==> src/rtl/contiguous_frame_allocator_unit_assert.svh <==
// Assertion macros for the contiguous frame allocator controller.
// Depends on nothing; the including module supplies clock and reset names.
`ifndef CONTIGUOUS_FRAME_ALLOCATOR_UNIT_ASSERT_SVH
`define CONTIGUOUS_FRAME_ALLOCATOR_UNIT_ASSERT_SVH

// Condition must hold in the same cycle as the trigger.
`define CFA_ASSERT_SAME(lbl, ck, rstn, ante, cons, msg) \
  lbl: assert property (@(posedge ck) disable iff (!rstn) (ante) |-> (cons)) \
    else $error(msg);

// Condition must hold in the cycle after the trigger.
`define CFA_ASSERT_NEXT(lbl, ck, rstn, ante, cons, msg) \
  lbl: assert property (@(posedge ck) disable iff (!rstn) (ante) |=> (cons)) \
    else $error(msg);

`endif

==> src/rtl/cfa_pkg.sv <==
// Shared types and constants of the contiguous frame allocator.
// Used by the configuration block, the controller and the top level.
package cfa_pkg;

  localparam int MAX_FRAMES_DEF = 1024;

  localparam int FRAME_W     = 20;
  localparam int COUNT_W     = 11;
  localparam int STATUS_W    = 3;
  localparam int REQ_W       = 2;
  localparam int IN_TDATA_W  = 32;
  localparam int OUT_TDATA_W = 24;
  localparam int OUT_PAD_W   = OUT_TDATA_W - FRAME_W - STATUS_W;
  localparam int CFG_AW      = 4;
  localparam int CFG_DW      = 32;

  // One frame of state map covers 2^14 two-bit entries.
  localparam int MAP_SHIFT = 14;

  // Per-frame state codes.
  typedef enum logic [1:0] {
    FS_ALLOC = 2'b00,
    FS_INACC = 2'b01,
    FS_HEAD  = 2'b10,
    FS_FREE  = 2'b11
  } fstate_t;

  typedef enum logic [REQ_W-1:0] {
    REQ_ALLOC   = 2'd0,
    REQ_RELEASE = 2'd1,
    REQ_MARK    = 2'd2,
    REQ_INIT    = 2'd3
  } req_t;

  typedef enum logic [STATUS_W-1:0] {
    STAT_OK          = 3'd0,
    STAT_ZERO_COUNT  = 3'd1,
    STAT_NO_FIT      = 3'd2,
    STAT_OUT_OF_POOL = 3'd3,
    STAT_NOT_HEAD    = 3'd4
  } status_t;

  typedef enum logic [1:0] {
    REG_BASE_FRAME    = 2'd0,
    REG_POOL_SIZE     = 2'd1,
    REG_RESERVE_START = 2'd2,
    REG_RESERVED_CNT  = 2'd3
  } reg_idx_t;

  typedef struct packed {
    logic [FRAME_W-1:0] base_frame;
    logic [COUNT_W-1:0] pool_size;
    logic               reserve_at_start;
    logic [COUNT_W-1:0] reserved_frames;
  } cfg_t;

  localparam logic [FRAME_W-1:0] BASE_FRAME_RST      = '0;
  localparam logic [COUNT_W-1:0] POOL_SIZE_RST       = 11'd1024;
  localparam logic               RESERVE_AT_START_RST = 1'b1;
  localparam logic [COUNT_W-1:0] RESERVED_FRAMES_RST = 11'd1;

endpackage

==> src/rtl/contiguous_frame_allocator_unit.sv <==
// Contiguous frame allocator, top level.
// Input stream: in_tuser = request kind, in_tdata = frame count and frame number.
// Result stream: out_tdata = status and first frame of an allocated run.
// Configuration: APB-style port, registers base_frame, pool_size, reserve_at_start
// and reserved_frames at byte addresses 0, 4, 8 and 12; pready is always high.
// Each request gives exactly one result. The frame states sit in a one-port-read,
// one-port-write memory, and that single read port paces the work. Steps per request:
//   allocate: a scan from the pool start up to the first fitting run, then a fill of it;
//   no fit: a scan of the whole pool; release: a scan that frees the head and its tail;
//   mark: a fill of the marked range; initialize: a fill of the whole pool;
//   requests rejected at decode go straight to the result.
// The longest request is an allocate of the whole pool.
// One request is worked on at a time. A new request can be accepted as soon as the
// previous result sits in the output register, even if the receiver has not yet
// taken it; a stalled receiver holds the block only when a second result is ready.
// After reset a clearing sweep writes every entry of the memory free;
// in_tready stays low during it, configuration writes are taken as always.
module contiguous_frame_allocator_unit #(
  parameter int MAX_FRAMES = cfa_pkg::MAX_FRAMES_DEF
) (
  input  logic                            clk,
  input  logic                            rst_n,
  input  logic                            in_tvalid,
  output logic                            in_tready,
  // [31:0]: frame_count [10:0], frame_number [30:11], zero [31]
  input  logic [cfa_pkg::IN_TDATA_W-1:0]  in_tdata,
  // [1:0]: req_type
  input  logic [cfa_pkg::REQ_W-1:0]       in_tuser,
  output logic                            out_tvalid,
  input  logic                            out_tready,
  // [23:0]: status [2:0], first_frame [22:3], zero [23]
  output logic [cfa_pkg::OUT_TDATA_W-1:0] out_tdata,
  input  logic                            cfg_psel,
  input  logic                            cfg_penable,
  input  logic                            cfg_pwrite,
  input  logic [cfa_pkg::CFG_AW-1:0]      cfg_paddr,
  input  logic [cfa_pkg::CFG_DW-1:0]      cfg_pwdata,
  output logic [cfa_pkg::CFG_DW-1:0]      cfg_prdata,
  output logic                            cfg_pready
);
  import cfa_pkg::*;

  localparam int AW = $clog2(MAX_FRAMES);

  cfg_t               cfg;
  req_t               in_req;
  logic [COUNT_W-1:0] in_count;
  logic [FRAME_W-1:0] in_frame;
  logic               mem_wr_en;
  logic [AW-1:0]      mem_wr_addr;
  logic [1:0]         mem_wr_data;
  logic               mem_rd_en;
  logic [AW-1:0]      mem_rd_addr;
  logic [1:0]         mem_rd_data;

  // Unpack the input transfer.
  assign in_req   = req_t'(in_tuser);
  assign in_count = in_tdata[COUNT_W-1:0];
  assign in_frame = in_tdata[COUNT_W +: FRAME_W];

  cfa_cfg u_cfg (
    .clk         (clk),
    .rst_n       (rst_n),
    .cfg_psel    (cfg_psel),
    .cfg_penable (cfg_penable),
    .cfg_pwrite  (cfg_pwrite),
    .cfg_paddr   (cfg_paddr),
    .cfg_pwdata  (cfg_pwdata),
    .cfg_prdata  (cfg_prdata),
    .cfg_pready  (cfg_pready),
    .cfg         (cfg)
  );

  cfa_state_mem #(
    .DEPTH (MAX_FRAMES),
    .AW    (AW)
  ) u_mem (
    .clk     (clk),
    .wr_en   (mem_wr_en),
    .wr_addr (mem_wr_addr),
    .wr_data (mem_wr_data),
    .rd_en   (mem_rd_en),
    .rd_addr (mem_rd_addr),
    .rd_data (mem_rd_data)
  );

  cfa_ctrl #(
    .MAX_FRAMES (MAX_FRAMES),
    .AW         (AW)
  ) u_ctrl (
    .clk         (clk),
    .rst_n       (rst_n),
    .cfg         (cfg),
    .in_tvalid   (in_tvalid),
    .in_tready   (in_tready),
    .in_req      (in_req),
    .in_count    (in_count),
    .in_frame    (in_frame),
    .out_tvalid  (out_tvalid),
    .out_tready  (out_tready),
    .out_tdata   (out_tdata),
    .mem_wr_en   (mem_wr_en),
    .mem_wr_addr (mem_wr_addr),
    .mem_wr_data (mem_wr_data),
    .mem_rd_en   (mem_rd_en),
    .mem_rd_addr (mem_rd_addr),
    .mem_rd_data (mem_rd_data)
  );

endmodule

==> src/rtl/cfa_cfg.sv <==
// APB-style configuration registers of the contiguous frame allocator.
// Depends on cfa_pkg for the register layout and reset values.
module cfa_cfg (
  input  logic                      clk,
  input  logic                      rst_n,
  input  logic                      cfg_psel,
  input  logic                      cfg_penable,
  input  logic                      cfg_pwrite,
  input  logic [cfa_pkg::CFG_AW-1:0] cfg_paddr,
  input  logic [cfa_pkg::CFG_DW-1:0] cfg_pwdata,
  output logic [cfa_pkg::CFG_DW-1:0] cfg_prdata,
  output logic                      cfg_pready,
  output cfa_pkg::cfg_t             cfg
);
  import cfa_pkg::*;

  cfg_t     cfg_r, cfg_nxt;
  reg_idx_t reg_idx;
  logic     wr_hit;

  assign cfg_pready = 1'b1;
  assign reg_idx    = reg_idx_t'(cfg_paddr[3:2]);
  assign wr_hit     = cfg_psel && cfg_penable && cfg_pwrite && cfg_pready;
  assign cfg        = cfg_r;

  // Register write decode.
  always_comb begin
    cfg_nxt = cfg_r;
    if (wr_hit) begin
      case (reg_idx)
        REG_BASE_FRAME:    cfg_nxt.base_frame       = cfg_pwdata[FRAME_W-1:0];
        REG_POOL_SIZE:     cfg_nxt.pool_size        = cfg_pwdata[COUNT_W-1:0];
        REG_RESERVE_START: cfg_nxt.reserve_at_start = cfg_pwdata[0];
        REG_RESERVED_CNT:  cfg_nxt.reserved_frames  = cfg_pwdata[COUNT_W-1:0];
        default:           cfg_nxt = cfg_r;
      endcase
    end
  end

  always_ff @(posedge clk) begin
    if (!rst_n) begin
      cfg_r.base_frame       <= BASE_FRAME_RST;
      cfg_r.pool_size        <= POOL_SIZE_RST;
      cfg_r.reserve_at_start <= RESERVE_AT_START_RST;
      cfg_r.reserved_frames  <= RESERVED_FRAMES_RST;
    end else begin
      cfg_r <= cfg_nxt;
    end
  end

  // Read-back mux.
  always_comb begin
    case (reg_idx)
      REG_BASE_FRAME:    cfg_prdata = CFG_DW'(cfg_r.base_frame);
      REG_POOL_SIZE:     cfg_prdata = CFG_DW'(cfg_r.pool_size);
      REG_RESERVE_START: cfg_prdata = CFG_DW'(cfg_r.reserve_at_start);
      REG_RESERVED_CNT:  cfg_prdata = CFG_DW'(cfg_r.reserved_frames);
      default:           cfg_prdata = '0;
    endcase
  end

endmodule

==> src/rtl/cfa_state_mem.sv <==
// Frame state memory: one write port and one read port, registered read data.
// Depends on nothing; the controller supplies all addresses.
module cfa_state_mem #(
  parameter int DEPTH = 1024,
  parameter int AW    = 10
) (
  input  logic          clk,
  input  logic          wr_en,
  input  logic [AW-1:0] wr_addr,
  input  logic [1:0]    wr_data,
  input  logic          rd_en,
  input  logic [AW-1:0] rd_addr,
  output logic [1:0]    rd_data
);

  logic [1:0] mem [DEPTH];
  logic [1:0] rd_data_r;

  // Write port.
  always_ff @(posedge clk) begin
    if (wr_en) begin
      mem[wr_addr] <= wr_data;
    end
  end

  // Read port, registered read data.
  always_ff @(posedge clk) begin
    if (rd_en) begin
      rd_data_r <= mem[rd_addr];
    end
  end

  assign rd_data = rd_data_r;

endmodule

==> src/rtl/cfa_ctrl.sv <==
// Request sequencer of the frame allocator: clearing sweep, scans, fills, result register.
// Depends on cfa_pkg and on the assertion macro header.
module cfa_ctrl #(
  parameter int MAX_FRAMES = cfa_pkg::MAX_FRAMES_DEF,
  parameter int AW         = $clog2(MAX_FRAMES)
) (
  input  logic                            clk,
  input  logic                            rst_n,
  input  cfa_pkg::cfg_t                   cfg,
  input  logic                            in_tvalid,
  output logic                            in_tready,
  input  cfa_pkg::req_t                   in_req,
  input  logic [cfa_pkg::COUNT_W-1:0]     in_count,
  input  logic [cfa_pkg::FRAME_W-1:0]     in_frame,
  output logic                            out_tvalid,
  input  logic                            out_tready,
  output logic [cfa_pkg::OUT_TDATA_W-1:0] out_tdata,
  output logic                            mem_wr_en,
  output logic [AW-1:0]                   mem_wr_addr,
  output logic [1:0]                      mem_wr_data,
  output logic                            mem_rd_en,
  output logic [AW-1:0]                   mem_rd_addr,
  input  logic [1:0]                      mem_rd_data
);
  import cfa_pkg::*;

  `include "contiguous_frame_allocator_unit_assert.svh"

  localparam int NW = AW + 1;
  localparam int CW = (NW > COUNT_W) ? NW : COUNT_W;
  localparam int SW = NW + MAP_SHIFT + 1;

  typedef enum logic [4:0] {
    S_IDLE = 5'b00001,
    S_CLR  = 5'b00010,
    S_SCAN = 5'b00100,
    S_FILL = 5'b01000,
    S_DONE = 5'b10000
  } ctl_state_t;

  ctl_state_t         state_r, state_nxt;
  logic [NW-1:0]      rd_idx_r, rd_idx_nxt;
  logic               pv_r, pv_nxt;
  logic [NW-1:0]      pidx_r, pidx_nxt;
  logic [NW-1:0]      head_r, head_nxt;
  logic [NW-1:0]      run_r, run_nxt;
  logic [COUNT_W-1:0] cnt_r, cnt_nxt;
  req_t               mode_r, mode_nxt;
  logic [NW-1:0]      wr_idx_r, wr_idx_nxt;
  logic [NW-1:0]      fill_end_r, fill_end_nxt;
  logic [NW-1:0]      split_r, split_nxt;
  fstate_t            lo_code_r, lo_code_nxt;
  fstate_t            hi_code_r, hi_code_nxt;
  logic               head_mark_r, head_mark_nxt;
  status_t            status_r, status_nxt;
  logic [FRAME_W-1:0] first_r, first_nxt;
  logic               out_valid_r, out_valid_nxt;
  logic [OUT_TDATA_W-1:0] out_data_r, out_data_nxt;

  logic [CW-1:0]      pool_ext;
  logic [NW-1:0]      n_eff;
  logic [FRAME_W:0]   diff;
  logic [FRAME_W-1:0] rel;
  logic               below;
  logic               in_pool;
  logic [FRAME_W:0]   mark_end;
  logic               mark_ok;
  logic [SW-1:0]      ceil_sum;
  logic [CW-1:0]      map_frames;
  logic [CW-1:0]      rsv_raw;
  logic [CW-1:0]      rsv_cap;
  logic [NW-1:0]      run_inc;
  logic               accept;
  logic               out_free;
  fstate_t            rd_state;

  // Effective pool size and the frame offset checks of the incoming request.
  assign pool_ext   = CW'(cfg.pool_size);
  assign n_eff      = (pool_ext > CW'(MAX_FRAMES)) ? NW'(MAX_FRAMES) : NW'(pool_ext);
  assign diff       = {1'b0, in_frame} - {1'b0, cfg.base_frame};
  assign below      = diff[FRAME_W];
  assign rel        = diff[FRAME_W-1:0];
  assign in_pool    = !below && (rel < FRAME_W'(n_eff));
  assign mark_end   = {1'b0, rel} + (FRAME_W+1)'(in_count);
  assign mark_ok    = !below && (mark_end <= (FRAME_W+1)'(n_eff));

  // Reserved frame count at initialization, capped at the pool size.
  assign ceil_sum   = SW'(n_eff) + SW'((1 << MAP_SHIFT) - 1);
  assign map_frames = CW'(ceil_sum >> MAP_SHIFT);
  always_comb begin
    if (!cfg.reserve_at_start) begin
      rsv_raw = '0;
    end else if (cfg.reserved_frames == '0) begin
      rsv_raw = map_frames;
    end else begin
      rsv_raw = CW'(cfg.reserved_frames);
    end
    rsv_cap = (rsv_raw > CW'(n_eff)) ? CW'(n_eff) : rsv_raw;
  end

  assign in_tready  = (state_r == S_IDLE);
  assign accept     = in_tvalid && in_tready;
  assign out_free   = !out_valid_r || out_tready;
  assign rd_state   = fstate_t'(mem_rd_data);
  assign run_inc    = run_r + 1'b1;

  // Reads are issued only while scanning and only inside the pool.
  assign mem_rd_en   = (state_r == S_SCAN) && (rd_idx_r < n_eff);
  assign mem_rd_addr = rd_idx_r[AW-1:0];

  // Sequencer.
  always_comb begin
    state_nxt     = state_r;
    rd_idx_nxt    = rd_idx_r;
    pv_nxt        = 1'b0;
    pidx_nxt      = pidx_r;
    head_nxt      = head_r;
    run_nxt       = run_r;
    cnt_nxt       = cnt_r;
    mode_nxt      = mode_r;
    wr_idx_nxt    = wr_idx_r;
    fill_end_nxt  = fill_end_r;
    split_nxt     = split_r;
    lo_code_nxt   = lo_code_r;
    hi_code_nxt   = hi_code_r;
    head_mark_nxt = head_mark_r;
    status_nxt    = status_r;
    first_nxt     = first_r;
    out_data_nxt  = out_data_r;
    out_valid_nxt = out_valid_r && !out_tready;
    mem_wr_en     = 1'b0;
    mem_wr_addr   = wr_idx_r[AW-1:0];
    mem_wr_data   = FS_FREE;

    case (state_r)
      // Sweep the whole memory to free after reset.
      S_CLR: begin
        mem_wr_en  = 1'b1;
        wr_idx_nxt = wr_idx_r + 1'b1;
        if (wr_idx_r == NW'(MAX_FRAMES - 1)) begin
          state_nxt = S_IDLE;
        end
      end

      // Decode a new request.
      S_IDLE: begin
        if (accept) begin
          status_nxt = STAT_OK;
          first_nxt  = '0;
          cnt_nxt    = in_count;
          mode_nxt   = in_req;
          case (in_req)
            REQ_ALLOC: begin
              if (in_count == '0) begin
                status_nxt = STAT_ZERO_COUNT;
                state_nxt  = S_DONE;
              end else begin
                rd_idx_nxt = '0;
                head_nxt   = '0;
                run_nxt    = '0;
                state_nxt  = S_SCAN;
              end
            end
            REQ_RELEASE: begin
              if (!in_pool) begin
                status_nxt = STAT_OUT_OF_POOL;
                state_nxt  = S_DONE;
              end else begin
                rd_idx_nxt = NW'(rel);
                head_nxt   = NW'(rel);
                state_nxt  = S_SCAN;
              end
            end
            REQ_MARK: begin
              if (in_count == '0) begin
                status_nxt = STAT_ZERO_COUNT;
                state_nxt  = S_DONE;
              end else if (!mark_ok) begin
                status_nxt = STAT_OUT_OF_POOL;
                state_nxt  = S_DONE;
              end else begin
                wr_idx_nxt    = NW'(rel);
                fill_end_nxt  = NW'(mark_end);
                split_nxt     = NW'(mark_end);
                lo_code_nxt   = FS_INACC;
                hi_code_nxt   = FS_INACC;
                head_mark_nxt = 1'b0;
                state_nxt     = S_FILL;
              end
            end
            default: begin
              wr_idx_nxt    = '0;
              fill_end_nxt  = n_eff;
              split_nxt     = NW'(rsv_cap);
              lo_code_nxt   = FS_ALLOC;
              hi_code_nxt   = FS_FREE;
              head_mark_nxt = 1'b0;
              state_nxt     = S_FILL;
            end
          endcase
        end
      end

      // Streaming scan: one read issued per cycle, the previous one evaluated.
      S_SCAN: begin
        if (mem_rd_en) begin
          rd_idx_nxt = rd_idx_r + 1'b1;
          pidx_nxt   = rd_idx_r;
          pv_nxt     = 1'b1;
        end
        if (pv_r) begin
          if (mode_r == REQ_ALLOC) begin
            if (rd_state == FS_FREE) begin
              run_nxt = run_inc;
              if (CW'(run_inc) >= CW'(cnt_r)) begin
                wr_idx_nxt    = head_r;
                fill_end_nxt  = pidx_r + 1'b1;
                split_nxt     = pidx_r + 1'b1;
                lo_code_nxt   = FS_ALLOC;
                hi_code_nxt   = FS_ALLOC;
                head_mark_nxt = 1'b1;
                first_nxt     = cfg.base_frame + FRAME_W'(head_r);
                pv_nxt        = 1'b0;
                state_nxt     = S_FILL;
              end
            end else begin
              head_nxt = pidx_r + 1'b1;
              run_nxt  = '0;
            end
          end else begin
            // Release: the head first, then the allocated tail of the run.
            mem_wr_addr = pidx_r[AW-1:0];
            if (pidx_r == head_r) begin
              if (rd_state != FS_HEAD) begin
                status_nxt = STAT_NOT_HEAD;
                pv_nxt     = 1'b0;
                state_nxt  = S_DONE;
              end else begin
                mem_wr_en = 1'b1;
              end
            end else if (rd_state == FS_ALLOC) begin
              mem_wr_en = 1'b1;
            end else begin
              pv_nxt    = 1'b0;
              state_nxt = S_DONE;
            end
          end
        end else if (rd_idx_r >= n_eff) begin
          // Ran off the end of the pool.
          if (mode_r == REQ_ALLOC) begin
            status_nxt = STAT_NO_FIT;
          end
          state_nxt = S_DONE;
        end
      end

      // Range write: head code on a marked head, low code below the split, high code at or above.
      S_FILL: begin
        if (wr_idx_r < fill_end_r) begin
          mem_wr_en  = 1'b1;
          wr_idx_nxt = wr_idx_r + 1'b1;
          if (head_mark_r && (wr_idx_r == head_r)) begin
            mem_wr_data = FS_HEAD;
          end else if (wr_idx_r < split_r) begin
            mem_wr_data = lo_code_r;
          end else begin
            mem_wr_data = hi_code_r;
          end
        end else begin
          state_nxt = S_DONE;
        end
      end

      // Hand the result to the output register once it is free.
      S_DONE: begin
        if (out_free) begin
          out_valid_nxt = 1'b1;
          out_data_nxt  = {{OUT_PAD_W{1'b0}}, first_r, status_r};
          state_nxt     = S_IDLE;
        end
      end

      default: begin
        state_nxt = S_IDLE;
      end
    endcase
  end

  // Control state.
  always_ff @(posedge clk) begin
    if (!rst_n) begin
      state_r     <= S_CLR;
      wr_idx_r    <= '0;
      pv_r        <= 1'b0;
      out_valid_r <= 1'b0;
    end else begin
      state_r     <= state_nxt;
      wr_idx_r    <= wr_idx_nxt;
      pv_r        <= pv_nxt;
      out_valid_r <= out_valid_nxt;
    end
  end

  // Payload registers.
  always_ff @(posedge clk) begin
    rd_idx_r    <= rd_idx_nxt;
    pidx_r      <= pidx_nxt;
    head_r      <= head_nxt;
    run_r       <= run_nxt;
    cnt_r       <= cnt_nxt;
    mode_r      <= mode_nxt;
    fill_end_r  <= fill_end_nxt;
    split_r     <= split_nxt;
    lo_code_r   <= lo_code_nxt;
    hi_code_r   <= hi_code_nxt;
    head_mark_r <= head_mark_nxt;
    status_r    <= status_nxt;
    first_r     <= first_nxt;
    out_data_r  <= out_data_nxt;
  end

  assign out_tvalid = out_valid_r;
  assign out_tdata  = out_data_r;

  // A release writes behind the read pointer, never onto it.
  `CFA_ASSERT_SAME(a_no_rw_collide, clk, rst_n, mem_rd_en && mem_wr_en,
                   mem_rd_addr != mem_wr_addr, "read and write hit one frame entry")
  // No request is taken while the clearing sweep runs.
  `CFA_ASSERT_SAME(a_clear_blocks_input, clk, rst_n, state_r == S_CLR,
                   !in_tready, "input taken during clearing sweep")
  // A finished request always reaches the output register.
  `CFA_ASSERT_NEXT(a_done_loads_result, clk, rst_n, (state_r == S_DONE) && out_free,
                   out_valid_r && (state_r == S_IDLE), "result not loaded")
  // Range writes stay below their end pointer.
  `CFA_ASSERT_SAME(a_fill_in_range, clk, rst_n, (state_r == S_FILL) && mem_wr_en,
                   wr_idx_r < fill_end_r, "fill wrote past its range")

endmodule

==> config.mk <==
export PLATFORM = sky130hd
export DESIGN_NAME = contiguous_frame_allocator_unit
export DESIGN_NICKNAME = d
export VERILOG_FILES = /design/src/rtl/cfa_pkg.sv /design/src/rtl/contiguous_frame_allocator_unit.sv /design/src/rtl/cfa_cfg.sv /design/src/rtl/cfa_state_mem.sv /design/src/rtl/cfa_ctrl.sv
export VERILOG_INCLUDE_DIRS = /design/src /design/src/rtl
export SDC_FILE = /design/constraint.sdc
export NUM_CORES = 2
export LEC_CHECK = 0
export BUFFER_PORTS_ARGS = -buffer_cell sky130_fd_sc_hd__buf_2
export CORE_UTILIZATION = 28
export DETAILED_ROUTE_END_ITERATION = 8
export PLACE_DENSITY = 0.43
export SYNTH_ARGS = -nofsm -noshare
export SYNTH_HDL_FRONTEND = slang
export SYNTH_SLANG_ARGS = --single-unit
==> constraint.sdc <==
create_clock -name clk -period 49.7 [get_ports clk]
set_input_delay 4.97 -clock clk [delete_from_list [all_inputs] [get_ports clk]]
set_output_delay 4.97 -clock clk [all_outputs]
set_load 0.02 [all_outputs]
==> summary.txt <==
Status
  – Status: complete, no violations

Worst setup path
  – Crit path launch type: input pin
  – Setup CP Type: input pin to primary output
  – Slowest-stage cell, CP: buf_2
  – Worst Path Arrival: 6.53 ns
  – Crit path cell chain: buf_2, and2_1, nand2_1, o21ai_0, buf_2
  – Reg2reg start: u_ctrl.wr_idx_r[1]$_SDFFE_PN0P_
  – Setup crit start: cfg_paddr[2]
  – Crit end category: primary output
  – Crit path max fanout: 26
  – Delay of the slowest critical-path stage: 0.55 ns
  – Worst EP required: 44.73 ns
  – CP most frequent cell: buf_2

Synthesis
  – Main flop type after synthesis: edfxtp_1
  – Yosys synthesis warning count: 0
  – Cells after synthesis: 5698
  – Top-count cell post-synth: edfxtp_1
  – Sequential area share after synthesis: 0.6953
  – Netlist Area Pre-Place: 95860 um2
  – Post-synth EDFFs: 2179
  – Unique cell type count in the Yosys netlist: 71
  – Synth area leader: edfxtp_1
  – Average size of a mapped cell: 16.82 um2
  – Ys async rst share: 0
  – Area contributors post-synth: edfxtp_1, mux4_2, nor2_1
  – Register bit total from synthesis: 2240
  – Commonest cells in the synthesized netlist: edfxtp_1, nor2_1, mux4_2
  – Synth top area share: 0.6826

STA
  – Final min period: 11.50 ns
  – Fin. Hold Viols: 0
  – Final TNS setup: 0 ns
  – Relative slew slack: 0.2221
  – RSZ-0062 raised after global routing: no
  – Max Clk Rate: 0.08692 GHz
  – Max-slew violation count: 0
  – Skew final: 0.04196 ns
  – Setup Viol. Count Final: 0
  – Worst-Margin Slew: 1.167 ns
  – Final period utilization: 0.2315

GRT
  – Vias in the first global route: 54.73k
  – Initial antenna violation count: 15
  – Total grt overflow: 0
  – Total global-route track usage: 0.1589
  – First-pass GRT wire length: 400000 um
  – Largest net degree at the start of global routing: 204

Floorplanning
  – Die ar.: 344700 um2
  – Die H: 587.1 um
  – Die X: 587.1 um
  – Initial Util: 0.2817
  – FP Rows: 214
  – Core box area: 340300 um2
  – # IOs: 136

Drt
  – Wire per inst: 26.37 um
  – Detailed-route DRC error count: 0
  – Iteration count of the initial detailed-routing pass: 6
  – Vias per std cell: 4.915
  – ANT nets after route: 0
  – Drt total wl: 277900 um
  – Vias: 51.79k
  – Drt first-iter violations: 4804

Power
  – Power Dens Cells: 38.92 nW/um2
  – Final Power: 0.004298 W
  – Peak VDD IR: 0.02896 mV
  – LEAKAGE: 38.74 nW

Flow run
  – MaxCap Viol Count: 0

Hold path
  – Hold/Removal Path Class: register to register
  – Worst Hold Launch: u_ctrl.first_r[10]$_SDFFCE_PN0P_

CTS
  – CTS Sinks: 2240
  – CTS tree: yes
  – # H-tree levels: 5
  – # hold bufs at CTS: 0
  – Root Buffer: clkbuf_16
  – Clock-pin slew on the worst setup and hold paths: 0.06 ns
  – Setup Fix Bufs, Post-CTS: 0
  – Post-CTS sizing: 0
  – Latest clock arrival within the worst-skew pair: 0.90 ns
  – CTS buffer count: 266
  – Clock Path Buffers: 4

Place
  – Port Buffer Count: 106
  – DP Wirelength: 153900 um
  – Post-DP Area: 102000 um2
  – Post-Place Cells: 10.06k
  – GP Congestion: 0.7810

Final layout
  – Share of layout cells above drive strength 1: 0.2252
  – Fin cells: 10.54k
  – Nets@finish: 5994
  – P&R area growth vs syn: 15.21%
  – Final Instance Area: 110400 um2
## power breakdown
part | switching [W] | internal [W] | leakage, nW
registers | 0.0000167 | 0.00206 | 25.2
clock network | 0.000800 | 0.00110 | 4.10
logic | 0.000247 | 0.0000794 | 9.41
## final cells by class
type	count	area (um2)
Timing Repair Buffer	240	1624
Multi-Input combinational cell	2954	27750
Antenna cell	3	7.507
Inverter	92	345.3
Clock buffer	322	7015
Sequential cell	2240	66650
Tap cell	4536	5675
Fill cell	32810	229900
Clock inverter	151	1376
## layer usage
layer  track usage  vias up  wire, um
li1              -    22450         -
met1        0.2165    27650    122200
met2        0.2678     1358    135900
met3       0.02144      334     13790
met4       0.03893        2      5956
met5             0        -        16
## registers in the layout, indices dropped and copies added, names as in the netlist, 20 cells and up
| register | cells |
|---|---|
| u_ctrl.out_tdata | 23 |
| u_ctrl.first_r | 20 |
| u_cfg.cfg | 43 |
| u_mem.mem | 2048 |
## per-stage QoR
stage	hold WS (ns)	utilization	setup slack, ns
floorplan	0.4003	-	0.04077
global placement	0.4004	0.2999	38.12
detailed placement	0.4057	0.2999	38.16
CTS	0.4195	0.3245	38.20
global route	0.4225	0.3245	38.07
finish	0.4171	0.3245	38.20
## worst max-delay path, delay by kind of cell
| family | cells | cell delay, ns |
|---|---|---|
| buf+inv | 2 | 0.80 |
| compound gates | 1 | 0.18 |
| simple gates | 2 | 0.57 |
## kinds of logic (layout without fill, tap and decap cells)
group	count (synthesis)	in the layout	synth area share
other	2	17	0.00007834
xor gates and xnor gates	86	86	0.007857
and+or+nand+nor	1638	1638	0.07008
muxes	709	709	0.1632
adders and majority gates	123	123	0.01629
AOI/OAI and AO/OA	384	384	0.02607
DFF	2240	2240	0.6953
buffers and inverters	516	805	0.02113
## cells in the final DEF (no fill, tap or decap), types with 61 or more instances in the layout
cell type  synthesis  layout
a21oi_1          105     105
buf_2             26     106
buf_4             15     127
clkbuf_16          0     273
dfxtp_1           61      61
edfxtp_1        2179    2179
ha_1             120     120
inv_1             91      91
mux4_2           683     683
nand2_1          232     231
nor2_1          1135    1132
o21ai_0           90      89
xnor2_1           62      62
## path summary, 6_finish.rpt
| check | cells after the start | end | slack, ns |
|---|---|---|---|
| min | 0 | u_ctrl.out_tdata[13]$_DFFE_PP_ | 0.42 |
| max reg2reg | 17 | u_mem.mem[348][1]$_DFFE_PP_ | 42.40 |
| min reg2reg | 0 | u_ctrl.out_tdata[13]$_DFFE_PP_ | 0.42 |
| max | 5 | cfg_prdata[5] | 38.20 |
(Power assumes the default switching activity.)
